$ cat src/sv/apld_pkg.sv
// shared types and constants for the ac pulse loss detector
package apld_pkg;

  localparam int unsigned CFG_IDX_BITS = 3;
  localparam int unsigned CFG_DATA_BITS = 16;
  localparam int unsigned COUNT_BITS = 16;

  typedef enum logic [CFG_IDX_BITS-1:0] {
    CFG_BLANK_TICKS    = 3'd0,
    CFG_SAMPLE_TICKS   = 3'd1,
    CFG_WINDOW_TICKS   = 3'd2,
    CFG_MIN_PULSES     = 3'd3,
    CFG_INITIAL_PULSES = 3'd4
  } cfg_idx_t;

  localparam logic [15:0] BLANK_TICKS_RST    = 16'd2000;
  localparam logic [7:0]  SAMPLE_TICKS_RST   = 8'd5;
  localparam logic [15:0] WINDOW_TICKS_RST   = 16'd1000;
  localparam logic [7:0]  MIN_PULSES_RST     = 8'd10;
  localparam logic [7:0]  INITIAL_PULSES_RST = 8'd50;

  localparam logic [COUNT_BITS-1:0] COUNT_MAX = '1;

  typedef struct packed {
    logic [15:0] blank_ticks;
    logic [7:0]  sample_ticks;
    logic [15:0] window_ticks;
    logic [7:0]  min_pulses;
    logic [7:0]  initial_pulses;
    logic        init_load;
  } cfg_t;

endpackage

$ cat src/sv/ac_pulse_loss_detector.sv
// ac pulse loss detector top level: pin sampler, pulse counter and window verdict
// an accepted request's result is held in the output register in the cycle after it is accepted
// throughput: one request per cycle while in_stall is low, set by the single compare-and-update pass on the state
// the output register stalls the input only while a result is held and out_stall is high
// reset: synchronous; registers to defaults, count to the initial value, verdict healthy
module ac_pulse_loss_detector
  import apld_pkg::*;
#(
  parameter int unsigned TIME_BITS = 32
) (
  input  logic                     clk,
  input  logic                     rst_n,
  input  logic                     in_valid,
  output logic                     in_stall,
  input  logic [31:0]              in_now_ticks,
  input  logic                     in_pin_level,
  output logic                     out_valid,
  input  logic                     out_stall,
  output logic                     out_fuse_fault,
  output logic                     out_fault_changed,
  output logic                     out_window_closed,
  output logic [COUNT_BITS-1:0]    out_window_pulses,
  input  logic                     cfg_valid,
  output logic                     cfg_ready,
  input  logic [CFG_IDX_BITS-1:0]  cfg_index,
  input  logic [CFG_DATA_BITS-1:0] cfg_data
);

  cfg_t cfg;

  logic [TIME_BITS-1:0]  last_sample_r;
  logic [TIME_BITS-1:0]  last_window_r;
  logic [COUNT_BITS-1:0] pulse_count_r;
  logic                  seen_low_r;
  logic                  fault_r;
  logic                  out_valid_r;
  logic                  fuse_fault_r;
  logic                  fault_changed_r;
  logic                  window_closed_r;
  logic [COUNT_BITS-1:0] window_pulses_r;

  logic                  acc;
  logic [TIME_BITS-1:0]  now_t;
  logic [TIME_BITS-1:0]  el_sample;
  logic [TIME_BITS-1:0]  el_window;
  logic                  do_sample;
  logic                  close;
  logic                  pulse;
  logic                  verdict;
  logic                  seen_low_nxt;
  logic [COUNT_BITS-1:0] count_inc;
  logic [COUNT_BITS-1:0] pulse_count_nxt;
  logic                  fault_nxt;

  apld_cfg u_cfg (
    .clk       (clk),
    .rst_n     (rst_n),
    .cfg_valid (cfg_valid),
    .cfg_ready (cfg_ready),
    .cfg_index (cfg_index),
    .cfg_data  (cfg_data),
    .cfg       (cfg)
  );

  assign in_stall = out_valid_r && out_stall;
  assign acc = in_valid && !in_stall;

  assign now_t     = in_now_ticks[TIME_BITS-1:0];
  assign el_sample = now_t - last_sample_r;
  assign el_window = now_t - last_window_r;
  assign do_sample = (now_t >= TIME_BITS'(cfg.blank_ticks))
                     && (el_sample >= TIME_BITS'(cfg.sample_ticks));
  assign close = do_sample && (el_window >= TIME_BITS'(cfg.window_ticks));

  // low then high counts one pulse
  assign pulse = seen_low_r && in_pin_level;
  assign count_inc = (pulse && pulse_count_r != COUNT_MAX) ? pulse_count_r + 1'b1
                                                            : pulse_count_r;

  always_comb begin
    seen_low_nxt    = seen_low_r;
    pulse_count_nxt = pulse_count_r;
    fault_nxt       = fault_r;
    verdict         = count_inc < COUNT_BITS'(cfg.min_pulses);
    if (do_sample) begin
      seen_low_nxt    = seen_low_r ? !in_pin_level : !in_pin_level;
      pulse_count_nxt = count_inc;
      if (close) begin
        seen_low_nxt    = 1'b0;
        pulse_count_nxt = '0;
        fault_nxt       = verdict;
      end
    end
  end

  always_ff @(posedge clk) begin
    if (!rst_n) begin
      last_sample_r <= '0;
      last_window_r <= '0;
      pulse_count_r <= COUNT_BITS'(INITIAL_PULSES_RST);
      seen_low_r    <= 1'b0;
      fault_r       <= 1'b0;
      out_valid_r   <= 1'b0;
    end else begin
      if (acc) begin
        if (do_sample) begin
          last_sample_r <= now_t;
        end
        if (close) begin
          last_window_r <= now_t;
        end
        seen_low_r    <= seen_low_nxt;
        pulse_count_r <= pulse_count_nxt;
        fault_r       <= fault_nxt;
      end
      if (cfg.init_load) begin
        pulse_count_r <= COUNT_BITS'(cfg.initial_pulses);
      end
      if (acc) begin
        out_valid_r <= 1'b1;
      end else if (!out_stall) begin
        out_valid_r <= 1'b0;
      end
    end
  end

  always_ff @(posedge clk) begin
    if (acc) begin
      fuse_fault_r    <= fault_nxt;
      fault_changed_r <= fault_nxt != fault_r;
      window_closed_r <= close;
      window_pulses_r <= close ? count_inc : pulse_count_nxt;
    end
  end

  assign out_valid         = out_valid_r;
  assign out_fuse_fault    = fuse_fault_r;
  assign out_fault_changed = fault_changed_r;
  assign out_window_closed = window_closed_r;
  assign out_window_pulses = window_pulses_r;

  a_stall_only_when_full: assert property (@(posedge clk) disable iff (!rst_n)
    in_stall |-> out_valid_r)
    else $error("input stalled with empty output register");

  a_change_needs_close: assert property (@(posedge clk) disable iff (!rst_n)
    (out_valid_r && fault_changed_r) |-> window_closed_r)
    else $error("verdict changed without a window close");

  a_close_clears_count: assert property (@(posedge clk) disable iff (!rst_n)
    (acc && close && !cfg.init_load) |=> (pulse_count_r == '0 && !seen_low_r))
    else $error("window close did not clear the counter");

  a_drain: assert property (@(posedge clk) disable iff (!rst_n)
    (out_valid_r && !out_stall && !acc) |=> !out_valid_r)
    else $error("taken result still shown as valid");

  a_fault_tracks: assert property (@(posedge clk) disable iff (!rst_n)
    acc |=> (fuse_fault_r == fault_r))
    else $error("reported verdict differs from held verdict");

endmodule

$ cat src/sv/apld_cfg.sv
// configuration register file of the ac pulse loss detector
module apld_cfg
  import apld_pkg::*;
(
  input  logic                     clk,
  input  logic                     rst_n,
  input  logic                     cfg_valid,
  output logic                     cfg_ready,
  input  logic [CFG_IDX_BITS-1:0]  cfg_index,
  input  logic [CFG_DATA_BITS-1:0] cfg_data,
  output cfg_t                     cfg
);

  logic [15:0] blank_ticks_r;
  logic [7:0]  sample_ticks_r;
  logic [15:0] window_ticks_r;
  logic [7:0]  min_pulses_r;
  logic [7:0]  initial_pulses_r;
  logic        wr;
  logic        init_load;

  assign cfg_ready = 1'b1;
  assign wr = cfg_valid && cfg_ready;
  assign init_load = wr && (cfg_idx_t'(cfg_index) == CFG_INITIAL_PULSES);

  always_ff @(posedge clk) begin
    if (!rst_n) begin
      blank_ticks_r    <= BLANK_TICKS_RST;
      sample_ticks_r   <= SAMPLE_TICKS_RST;
      window_ticks_r   <= WINDOW_TICKS_RST;
      min_pulses_r     <= MIN_PULSES_RST;
      initial_pulses_r <= INITIAL_PULSES_RST;
    end else if (wr) begin
      unique case (cfg_idx_t'(cfg_index))
        CFG_BLANK_TICKS:    blank_ticks_r    <= cfg_data;
        CFG_SAMPLE_TICKS:   sample_ticks_r   <= cfg_data[7:0];
        CFG_WINDOW_TICKS:   window_ticks_r   <= cfg_data;
        CFG_MIN_PULSES:     min_pulses_r     <= cfg_data[7:0];
        CFG_INITIAL_PULSES: initial_pulses_r <= cfg_data[7:0];
        default: ;
      endcase
    end
  end

  // the counter reloads from the write data in the same edge
  assign cfg.blank_ticks    = blank_ticks_r;
  assign cfg.sample_ticks   = sample_ticks_r;
  assign cfg.window_ticks   = window_ticks_r;
  assign cfg.min_pulses     = min_pulses_r;
  assign cfg.initial_pulses = init_load ? cfg_data[7:0] : initial_pulses_r;
  assign cfg.init_load      = init_load;

endmodule
$ cat config.mk
export PLATFORM = sky130hd
export DESIGN_NAME = ac_pulse_loss_detector
export DESIGN_NICKNAME = d
export VERILOG_FILES = /design/src/sv/apld_pkg.sv /design/src/sv/ac_pulse_loss_detector.sv /design/src/sv/apld_cfg.sv
export SDC_FILE = /design/constraint.sdc
export NUM_CORES = 1
export LEC_CHECK = 0
export BUFFER_PORTS_ARGS = -buffer_cell sky130_fd_sc_hd__buf_2
export CAP_MARGIN = 20
export CELL_PAD_IN_SITES_DETAIL_PLACEMENT = 0
export CELL_PAD_IN_SITES_GLOBAL_PLACEMENT = 2
export CORE_UTILIZATION = 36
export DETAILED_ROUTE_END_ITERATION = 7
export PLACE_DENSITY_LB_ADDON = 0.25
export SYNTH_ARGS = -nofsm -noshare
export SYNTH_HDL_FRONTEND = slang
export SYNTH_SLANG_ARGS = --single-unit
$ cat constraint.sdc
create_clock -name clk -period 12.6 [get_ports clk]
set_clock_uncertainty 0.05 [all_clocks]
set_input_delay 1.89 -clock clk [delete_from_list [all_inputs] [get_ports clk]]
set_output_delay 1.89 -clock clk [all_outputs]
set_load 0.01 [all_outputs]
======== Yosys cells after proc, flatten, opt, wreduce, memory -nomap -nowiden ========
Index checks and enable logic that the tools add are counted.
word-level totals
  bits in registers ....................... 150
  latch bits .............................. 0
  memory bits (writable) .................. 0
  ROM bits ................................ 0
  bits of input ports ..................... 57
  output and inout port bits .............. 22
  logic and storage cells ................. 59
  memories kept ........................... 0
operators by class
  $add $sub $neg .......................... 3
  $mul .................................... 0
  div/mod/pow operators ................... 0
  order comparisons ....................... 4
  equality and inequality tests ........... 7
  shift operators ......................... 0
  muxes and demuxes ....................... 11
  bitwise logic cells ..................... 1
  reductions and logical operators ........ 18
operator list
  operator                 count
  $ge A32 B16 Y1           2
  $mux W16                 4
  $sub A32 B32 Y32         2
  $ge A32 B8 Y1            1
  $add A16 B1 Y16 const B  1
  $lt A16 B8 Y1            1
  $mux W8                  2
  $ne A16 B16 Y1 const B   1
  $reduce_and A2 Y1        6
  $logic_and A1 B1 Y1      7
  $eq A3 B2 Y1 const B     2
  $mux W1                  5
  $eq A3 B1 Y1 const B     1
  $eq A3 B3 Y1 const B     1
  $logic_not A3 Y1         1
  $logic_not A1 Y1         2
  $ne A2 B1 Y1 const B     1
  $reduce_bool A2 Y1       1
  $reduce_or A2 Y1         1
  $ne A1 B1 Y1             1
  $not A1 Y1               1

======== Logic depth before layout (Yosys ltp) ========
Gate-level depths: netlist (run 1).
  word-level depth ........................ 8
  mapped depth ............................ 23

======== By module ========
A second synthesis (run 1) with hierarchy kept.
second synthesis, totals
  cells, all modules ...................... 1633
  area, all modules ....................... 12772.2 um^2
modules (own cells, without submodules)
  module                  instances  cells each  area each (um^2)  sequential area each (um^2)
  ac_pulse_loss_detector  1          1407        10448.8           2232.1
  apld_cfg                1          226         2323.5            1121.1

======== Worst setup path after synthesis (run 1) ========
Ideal clock, no wire load.
  path kind ............................... input port to flip-flop
  start ................................... input port in_now_ticks[0]
  end ..................................... register fuse_fault_r (netlist: out_fuse_fault), data pin
  setup time .............................. 0.262 ns
  arrival time ............................ 6.525 ns
  required time ........................... 12.288 ns
  slack ................................... 5.762 ns
  stages .................................. 20
  buffers on the path ..................... 0
  path through ............................ inv_1 ha_1 inv_1 fa_1 a211oi_1 o211ai_1 a221oi_1 o21ai_0 xnor2_1 ha_1 nor2b_1 o21ai_0 nand4_1 or4_1 nor3_1 nand4b_1 or4_1 nor4_2 nor2_1 mux2_1
between the ends
  longest elaborated chain between the ends .. 6
  elaborated cells on any way between the ends .. 9
  those cells by class .................... 2 x add/sub; 3 x order compare; 2 x mux; 2 x reduce/logical
RTL lines
  element                  line                           source
  from (decl)              ac_pulse_loss_detector.sv:15   input logic [31:0] in_now_ticks,
  $sub A32 B32 Y32         ac_pulse_loss_detector.sv:69   assign el_sample = now_t - last_sample_r;
  $ge A32 B8 Y1            ac_pulse_loss_detector.sv:72   && (el_sample >= TIME_BITS'(cfg.sample_ticks));
  $logic_and A1 B1 Y1      ac_pulse_loss_detector.sv:72
  $logic_and A1 B1 Y1 (*)  ac_pulse_loss_detector.sv:73   assign close = do_sample && (el_window >= TIME_BITS'(cfg.window_ticks));
  via close                ac_pulse_loss_detector.sv:47   logic close;
  $mux W1 (*)              ac_pulse_loss_detector.sv:88   if (close) begin
  $mux W1 (*)              ac_pulse_loss_detector.sv:85   if (do_sample) begin
  via fault_nxt            ac_pulse_loss_detector.sv:53   logic fault_nxt;
  to (signal assigned)     ac_pulse_loss_detector.sv:129  fuse_fault_r <= fault_nxt;
  to (decl)                ac_pulse_loss_detector.sv:37   logic fuse_fault_r;
The timed path passes the listed nets; every way through them passes the cells marked *.
A chain may end at the register's enable or synchronous reset.

======== Worst setup path after layout (run 1) ========
Same ends and word-level chain as after synthesis.

==> results of run 1 <==
area by class of cell:
cell class                 instances  area [sq um]  share of cell area [%]
clock buffer                      18           439                    3.37
sequential                       150          3190                    24.5
timing repair buffer              87           460                    3.53
inverter                         137           515                    3.95
tap                              442           553                    4.24
multi-input combinational       1164          7770                    59.6
clock inverter                    14           115                   0.882
layer usage:
metal / share of wire (%) / GRT usage (%) / vias to the layer above
met2: 46 / 37.5 / 237
met3: 4.6 / 4.24 / 30
li1: - / - / 5561
met5: 0 / 0 / -
met4: 1.2 / 5.23 / 0
met1: 48 / 31.3 / 5217
path summary, 6_finish.rpt:
| path | to | slack (ns) | cells past startpoint |
|---|---|---|---|
| worst max register to register | out_fuse_fault | 6.37 | 19 |
| worst max-delay path | out_fuse_fault | 4.98 | 21 |
| worst min register to register | seen_low_r | 0.41 | 2 |
| worst min-delay path | seen_low_r | 0.41 | 2 |
synthesized netlist by cell type, types with 27 or more instances:
cell type,instances,area share (%)
a21o_1,30,1.9
dfxtp_1,131,22
inv_1,136,4.3
ha_1,110,12
nor2_1,126,4.0
nand2_1,173,5.5
nand3_1,48,2.0
o211ai_1,28,1.8
xor2_1,27,2.0
a21oi_1,120,5.0
nor3_1,47,2.0
mux2i_1,52,4.4
o21ai_0,64,2.7
nand4_1,33,1.7
clkbuf_1,47,1.5
xnor2_1,32,2.4
cells by family (layout without fill, tap and decap cells):
group           after synthesis  in the layout  share of synthesized area (%)
mux                          56             56                           4.75
buf+inv                     222            256                           7.96
simple gates                537            537                           21.8
fa+ha+maj                   112            112                           11.9
flops                       150            150                           26.8
other cells                   1              1                         0.0315
xor+xnor                     59             59                           4.34
compound gates              399            399                           22.3
state kept, by name (all words and copies together) (netlist names):
register,cells
fault_r,1
last_sample_r,32
last_window_r,32
out_fault_changed,1
out_fuse_fault,1
out_valid,1
out_window_closed,1
out_window_pulses,16
pulse_count_r,16
seen_low_r,1
u_cfg.blank_ticks_r,16
u_cfg.min_pulses_r,8
u_cfg.sample_ticks_r,8
u_cfg.window_ticks_r,16
per-stage QoR:
stage / std cells / hold slack, ns / power, mW / worst slack [ns]
global route: 2012 / 0.435 / 1.52 / 4.64
global placement: 1980 / 0.393 / 0.952 / 4.68
CTS: 2012 / 0.407 / 1.45 / 4.98
floorplan: 1536 / 0.382 / 0.831 / 5.76
detailed placement: 1980 / 0.398 / 0.953 / 4.52
finish: 2012 / 0.405 / 1.44 / 4.98
report_power, final:
group	leakage (nW)	internal (mW)	switching, mW
Clock	0.272	0.262	0.231
Combinational	3.77	0.159	0.271
Sequential	1.26	0.506	0.0107
critical path: cells and delay by family:
kind | cells | cell delay (ns)
muxes | 1 | 0.35
and+or+nand+nor | 8 | 2.52
adders and majority gates | 3 | 0.93
xor gates and xnor gates | 1 | 0.18
AOI/OAI and AO/OA | 5 | 1.56
buffers and inverters | 3 | 0.32
==> flow_summary.json, run 1 <==
{
  "grtUsageTotal_pct": 23.0,
  "cts_tree": "yes",
  "finish.net_count": 1726,
  "timing.hold.worst.start": "seen_low_r",
  "n_antenna_cell": 0,
  "die_area_sq_um": 33800,
  "power_per_cell_area_nw_per_um2": 110,
  "finalCoreUtilization_pct": 40.1,
  "setup_viol": 0,
  "die_ht_microns": 184,
  "detail_route.first_pass.iterations": 5,
  "wl_microns": 38100,
  "holdBufCountCts": 0,
  "syn2layout_area_growth_pct": 9.65,
  "slew_headroom_pct": 34.7,
  "routed_wire_length_per_instance_microns": 19.0,
  "globalRouteOverflowTotal": 0,
  "vdd_drop_max_mv": 0.0949,
  "hold_class": "register to register",
  "postCtsSetupBuffers": 0,
  "first_global_vias": 10518,
  "cts.reportedPaths.clkPinSlew_ns": 0.07,
  "cts-htree-levels": 4,
  "core-area_sq_um": 32500,
  "postSynthAreaPerCell_sq_um": 7.75,
  "floorplan.rows": 66,
  "grt_pass1_wl_microns": 59500,
  "cts-resized-gates": 0,
  "drt_iter0_drc": 741,
  "finalHoldViolations": 0,
  "postRouteAntennaNets": 0,
  "final_cycle_utilization_of_the_critical_path_pct": 60.5,
  "drt-vias-per-instance": 5.49,
  "worstMarginPinSlew_ns": 0.979,
  "syn-instance-count": 1536,
  "ys_types": 87,
  "tritoncts.num_buffers": 17,
  "finalWeightedCongestion": 0.911,
  "cpMaxStageDelayCell": "nor4_2",
  "timing.critical_path.to_type": "register",
  "chipWidth_microns": 184,
  "fin_tns_setup_ns": 0,
  "detailed_route_drc_error_count": 0,
  "path_max_fanout": 5,
  "synthFlopType": "dfxtp_1",
  "total_nets_after_synthesis": 1705,
  "cts_root_buf": "clkbuf_16",
  "worst-setup-path-type": "input pin to register",
  "max_frequency_mhz": 131,
  "most-common-layout-cells": "172 x nand2_1, 136 x inv_1, 131 x dfxtp_1",
  "cell_breakdown_of_the_critical_path": "buf_2, inv_1, ha_1, inv_1, fa_1, a211oi_1, o211ai_1, a221oi_1, o21ai_0, xnor2_1, ha_1, nor2b_1, o21ai_0, nand4_1, or4_1, nor3_1, nand4b_1, or4_1, nor4_2, nor2_1, mux2_1",
  "synth.ff_latch_count": 150,
  "floorplan.initialDensity_pct": 36.6,
  "io-pin-count": 79,
  "worstSetupStartpoint": "in_now_ticks[0]",
  "synth-warning-count": 0,
  "r2r-start": "last_window_r[0]",
  "critical-path-max-stage-delay_ns": 0.64,
  "rsz0062_at_grt": "false",
  "synth_seq_area_share_pct": 26.8,
  "cap_viol_max_count": 0,
  "synth_async_sr_flop_share_pct": 0,
  "dp_hpwl_microns": 29200,
  "synth_edf_count": 19,
  "tritoncts_num_sinks": 150,
  "detailed_place.area_sq_um": 12500,
  "worst_setup_path_start_kind": "input pin",
  "initial_antenna_violation_count": 0,
  "clk_latency_ns": 0.45,
  "static_leak_nw": 5.30,
  "layout.cells.most_common": "nand2_1",
  "n_fill_cell": 3434,
  "min_period_ns": 7.62,
  "worst-endpoint-required_ns": 12.74,
  "num_vias": 11045,
  "postLayoutCellArea_sq_um": 13000,
  "port_buffers": 77,
  "clk_path_buf_depth": 2,
  "timing.critical_path.arrival_ns": 7.77,
  "status": "completed",
  "drive_above_1_share_pct": 10.1,
  "grt_max_degree": 84,
  "synthesis.area_sq_um": 11900,
  "maxSlewViolCount": 0
}
Note: power is estimated with default switching activity, not from simulation.
==> run 2, diff against run 1 <==
CORE_UTILIZATION = 33   (was 36)
clock period = 6.8 ns   (was 12.6 ns; I/O delays follow)
==> run 2 against run 1 <==
Against the previous run: total power rose by 89%; die area is 9.0% higher; cell count is 1.3% higher; largest power group is now clock; sequential power rose by 85%; sequential share of layout area is 0.21 points lower; global-route usage down 1.5 points.
==> flow_summary.json, run 2 (synthesis gave the netlist of run 1 again) <==
{
  "cell_breakdown_of_the_critical_path": "buf_2, inv_1, ha_1, inv_1, fa_1, a211oi_1, o211ai_1, a221oi_1, o21ai_0, xnor2_1, ha_1, nor2b_1, o21ai_0, nand4_1, or4_1, nor3_1, nand4b_1, or4_1, nor4_2, nor2_1, mux2_1",
  "cap_viol_max_count": 0,
  "cpMaxStageDelayCell": "or4_1",
  "grt_max_degree": 55,
  "cts-htree-levels": 4,
  "syn2layout_area_growth_pct": 10.6,
  "final_cycle_utilization_of_the_critical_path_pct": 91.5,
  "wl_microns": 38600,
  "r2r-start": "last_window_r[0]",
  "n_antenna_cell": 0,
  "slew_headroom_pct": 34.2,
  "routed_wire_length_per_instance_microns": 19.0,
  "first_global_vias": 10598,
  "worstMarginPinSlew_ns": 0.987,
  "grt_pass1_wl_microns": 60700,
  "most-common-layout-cells": "172 x nand2_1, 136 x inv_1, 131 x dfxtp_1",
  "path_max_fanout": 3,
  "finish.net_count": 1733,
  "setup_viol": 0,
  "grtUsageTotal_pct": 21.5,
  "worst_setup_path_start_kind": "input pin",
  "cts_root_buf": "clkbuf_16",
  "finalWorstSetupSlack_ns": 0.581,
  "place.detailed.instances": 2006,
  "timing.critical_path.arrival_ns": 6.36,
  "worst_slack_at_placement_ns": 0.168,
  "detailed_place.area_sq_um": 12600,
  "largest_registers": "last_sample_r: 32 flops, last_window_r: 32 flops",
  "clk_latency_ns": 0.44,
  "globalRouteOverflowTotal": 0,
  "finalCoreUtilization_pct": 37.1,
  "finalWeightedCongestion": 0.878,
  "detail_route.first_pass.iterations": 5,
  "timing.critical_path.to_type": "register",
  "drt_iter0_drc": 646,
  "instances_no_fill": 2038,
  "cts_tree": "yes",
  "static_leak_nw": 5.36,
  "worst-setup-path-type": "input pin to register",
  "layout.cells.most_common": "nand2_1",
  "postRouteAntennaNets": 0,
  "finalHoldViolations": 0,
  "core-area_sq_um": 35500,
  "critical-path-max-stage-delay_ns": 0.61,
  "cts.reportedPaths.clkPinSlew_ns": 0.06,
  "die_ht_microns": 192,
  "worst-endpoint-required_ns": 6.94,
  "holdBufCountCts": 0,
  "fin_tns_setup_ns": 0,
  "floorplan.initialDensity_pct": 33.5,
  "tightest_hold_margin_ns": 0.407,
  "worst-r2r-setup-slack_ns": 1.04,
  "chipWidth_microns": 192,
  "rsz0062_at_grt": "false",
  "maxSlewViolCount": 0,
  "drt-vias-per-instance": 5.46,
  "num_vias": 11132,
  "tritoncts.num_buffers": 17,
  "reg2regPathDepth": 19,
  "holdPathStages": 2,
  "io-pin-count": 79,
  "vdd_drop_max_mv": 0.175,
  "postLayoutCellArea_sq_um": 13200,
  "power_per_cell_area_nw_per_um2": 206,
  "status": "completed",
  "min_period_ns": 6.22,
  "postCtsSetupBuffers": 0,
  "dp_hpwl_microns": 30100,
  "detailed_route_drc_error_count": 0,
  "design_power_total_mw": 2.72,
  "hold_end": "u_cfg.window_ticks_r[12]",
  "port_buffers": 77,
  "floorplan.rows": 69,
  "die_area_sq_um": 36800,
  "cts-resized-gates": 0,
  "clk_path_buf_depth": 2,
  "tritoncts_num_sinks": 150,
  "hold_class": "register to register",
  "timing.hold.worst.start": "u_cfg.window_ticks_r[12]",
  "drive_above_1_share_pct": 10.5,
  "critical_path.reg2reg.endpoint": "out_fuse_fault",
  "max_frequency_mhz": 161,
  "initial_antenna_violation_count": 0
}
-- run 2: cell type report --
| class | instances | area, sq um |
|---|---|---|
| well taps | 461 | 577 |
| fillers | 3822 | 22300 |
| inverters | 137 | 515 |
| clock inverters | 13 | 138 |
| multi-input cells | 1164 | 7770 |
| flip-flops and latches | 150 | 3190 |
| repair buffers | 94 | 526 |
| clock buffers | 19 | 443 |
-- run 2: how the worst max path moves through the flow --
stage,slack [ns],cells past startpoint,to,from
global placement,0.34,21,out_fuse_fault,in_now_ticks[0]
floorplan,0.83,20,out_fuse_fault,in_now_ticks[0]
global route,0.23,21,out_fuse_fault,in_now_ticks[0]
finish,0.58,21,out_fuse_fault,in_now_ticks[0]
detailed placement,0.17,21,out_fuse_fault,in_now_ticks[0]
CTS,0.62,21,out_fuse_fault,in_now_ticks[0]
-- run 2: metal layers --
layer | global-route usage [%] | wire [microns]
met1 | 28.3 | 18200
met4 | 6.11 | 821
met5 | 0 | 0
met3 | 3.53 | 1590
met2 | 36.0 | 18000
-- run 2: critical path, delay by kind of cell --
family | cells | cell delay [ns]
simple gates | 8 | 2.23
fa+ha+maj | 3 | 0.91
xor+xnor | 1 | 0.18
compound gates | 5 | 1.43
buf+inv | 3 | 0.25
mux | 1 | 0.31
-- run 2: power breakdown --
part / internal, mW / switching (mW) / leakage (nW)
Sequential: 0.938 / 0.0198 / 1.26
Combinational: 0.297 / 0.503 / 3.81
Clock: 0.527 / 0.434 / 0.285
==> run 3, diff against run 2 <==
RECOVER_POWER = 100   (was default)
==> run 3 against run 2 <==
Against the previous run: sequential cell count unchanged; wire length barely moved; hold slack lost 0.0013 ns; combinational power decreased by 0.5%; clock-buffer cell count did not move; fmax fell by 3.0%; largest cell class unchanged; die area unchanged; utilization fell by 0.18 points; critical path depth stayed put; sequential share of layout area up 0.12 points; the run now ends with capacitance limit, slew limit left; worst setup slack got worse by 0.19 ns.
==> flow_summary.json, run 3 (synthesis gave the netlist of run 1 again) <==
{
  "drt_iter0_drc": 632,
  "worstSetupStartpoint": "in_now_ticks[0]",
  "regArea_sq_um": 3190,
  "hold_class": "register to register",
  "first_global_vias": 10598,
  "tritoncts.num_buffers": 17,
  "holdBufCountCts": 0,
  "largest_registers": "last_sample_r: 32 flops, last_window_r: 32 flops",
  "die_area_sq_um": 36800,
  "initial_antenna_violation_count": 0,
  "grt_pass1_wl_microns": 60700,
  "rsz0062_at_grt": "false",
  "num_vias": 11074,
  "static_leak_nw": 5.27,
  "worst-setup-path-type": "input pin to register",
  "cell_breakdown_of_the_critical_path": "clkbuf_1, inv_1, buf_4, ha_1, fa_1, nor2b_1, o2111ai_1, and2_0, xnor2_1, ha_1, a21oi_1, o22ai_1, a2111oi_0, and3_1, nand4_1, or4_1, or4_1, nand2_2, buf_12, mux2i_1, nor2_1",
  "multiInputGateArea_sq_um": 7760,
  "detailed_place.area_sq_um": 12600,
  "cts-resized-gates": 0,
  "cts_tree": "yes",
  "path_max_fanout": 39,
  "setup_viol": 0,
  "critical_path.reg2reg.endpoint": "last_window_r[30]",
  "n_antenna_cell": 0,
  "grt_max_degree": 55,
  "slew_headroom_pct": -64.6,
  "status": "complete, but fails checks",
  "detail_route.first_pass.iterations": 6,
  "worstSetupPathDepth": 21,
  "postCtsSetupBuffers": 0,
  "wl_microns": 38600,
  "chipWidth_microns": 192,
  "maxSlewViolCount": 43,
  "postRouteAntennaNets": 0,
  "worst-r2r-setup-slack_ns": 1.02,
  "io-pin-count": 79,
  "r2r-start": "last_window_r[0]",
  "finalHoldViolations": 0,
  "critical-path-max-stage-delay_ns": 0.77,
  "core-area_sq_um": 35500,
  "most-common-layout-cells": "172 x nand2_1, 136 x inv_1, 131 x dfxtp_1",
  "vdd_drop_max_mv": 0.175,
  "cpMaxStageDelayCell": "or4_1",
  "cts-htree-levels": 4,
  "cts_root_buf": "clkbuf_16",
  "finalCoreUtilization_pct": 36.9,
  "syn2layout_area_growth_pct": 10.1,
  "grtUsageTotal_pct": 21.5,
  "timing.critical_path.to_type": "register",
  "fin_tns_setup_ns": 0,
  "max_frequency_mhz": 156,
  "floorplan.rows": 69,
  "reg2regPathDepth": 20,
  "floorplan.initialDensity_pct": 33.5,
  "worstMarginPinSlew_ns": 2.47,
  "n_fill_cell": 3850,
  "clk_path_buf_depth": 2,
  "globalRouteOverflowTotal": 0,
  "critPathBufInv": 4,
  "detailed_route_drc_error_count": 0,
  "worst_setup_path_start_kind": "input pin",
  "drt-vias-per-instance": 5.43,
  "die_ht_microns": 192,
  "finish.net_count": 1733,
  "postLayoutCellArea_sq_um": 13100,
  "cap_viol_max_count": 1,
  "routed_wire_length_per_instance_microns": 18.9,
  "dp_hpwl_microns": 30100,
  "cts.reportedPaths.clkPinSlew_ns": 0.06,
  "failed_checks": "capacitance limit, slew limit",
  "timing.hold.worst.start": "u_cfg.window_ticks_r[12]",
  "final_cycle_utilization_of_the_critical_path_pct": 94.3,
  "drive_above_1_share_pct": 8.69,
  "layout.cells.most_common": "nand2_1",
  "finalWeightedCongestion": 0.878,
  "clk_latency_ns": 0.44,
  "timing.critical_path.arrival_ns": 6.64,
  "power_per_cell_area_nw_per_um2": 207,
  "tritoncts_num_sinks": 150,
  "tightest_hold_margin_ns": 0.406,
  "port_buffers": 77,
  "critical_path.top_delay_family": "simple AND/OR/NAND/NOR gates",
  "cp-endpoint": "last_sample_r[17]",
  "min_period_ns": 6.41,
  "worst-endpoint-required_ns": 7.03
}
-- run 3: cell types whose count changed in the layout (fill, tap and decap cells not counted) --
cell	change
clkbuf_2	+3
and2_0	+1
o2111ai_2	-1
buf_2	-22
clkbuf_1	+26
nor4_1	+1
nor4_2	-1
and2_1	-1
o2111ai_1	+1
buf_4	-7
-- run 3: worst min-delay path by stage --
stage	to	slack (ns)	depth (start not counted)
global placement	seen_low_r	0.39	2
detailed placement	u_cfg.blank_ticks_r[1]	0.40	2
CTS	u_cfg.window_ticks_r[12]	0.41	2
floorplan	seen_low_r	0.38	2
finish	u_cfg.window_ticks_r[12]	0.41	2
global route	u_cfg.blank_ticks_r[14]	0.43	2
-- run 3: worst reg2reg max path, stage by stage, from the launching register on --
cell and delay [ns]:
dfxtp_1 0.33, ha_1 0.18, inv_1 0.06, fa_1 0.42, a211oi_1 0.37, o211ai_1 0.21, a221oi_1 0.37, o21ai_0 0.23
xnor2_1 0.19, ha_1 0.30, nor2b_1 0.13, o21ai_0 0.26, nand4_1 0.12, or4_1 0.51, nor3_1 0.19, nand4b_1 0.23
nor4_1 0.58, nor3_2 0.11, clkbuf_2 0.45, mux2i_1 0.30, nor2_1 0.05
-- run 3: layer usage --
layer	GRT usage, %	routed length [microns]	up-vias
li1	-	-	5556
met2	36.0	18000	270
met3	3.53	1830	40
met5	0	0	-
met4	6.11	828	0
met1	28.3	18000	5208
-- run 3: report_power, final --
group	internal (mW)	switching [mW]
clock network	0.527	0.436
registers	0.938	0.0200
logic	0.293	0.502
total	1.76	0.958
-- run 3: layout make-up --
type,instances,area share [%]
timing repair buffer,94,3.63
tap,461,4.40
inverter,137,3.94
sequential,150,24.4
clock buffer,19,3.38
multi-input combinational,1164,59.2
clock inverter,13,1.05
-- run 3: stage by stage --
| stage | worst slack (ns) | total power [mW] | std cells |
|---|---|---|---|
| 3_5_place_dp | 0.168 | 1.77 | 2006 |
| 6_report | 0.387 | 2.72 | 2038 |
| 2_1_floorplan | 0.832 | 1.54 | 1536 |
| 5_1_grt | 0.127 | 2.88 | 2038 |
| 4_1_cts | 0.621 | 2.74 | 2038 |
| 3_3_place_gp | 0.338 | 1.78 | 2006 |
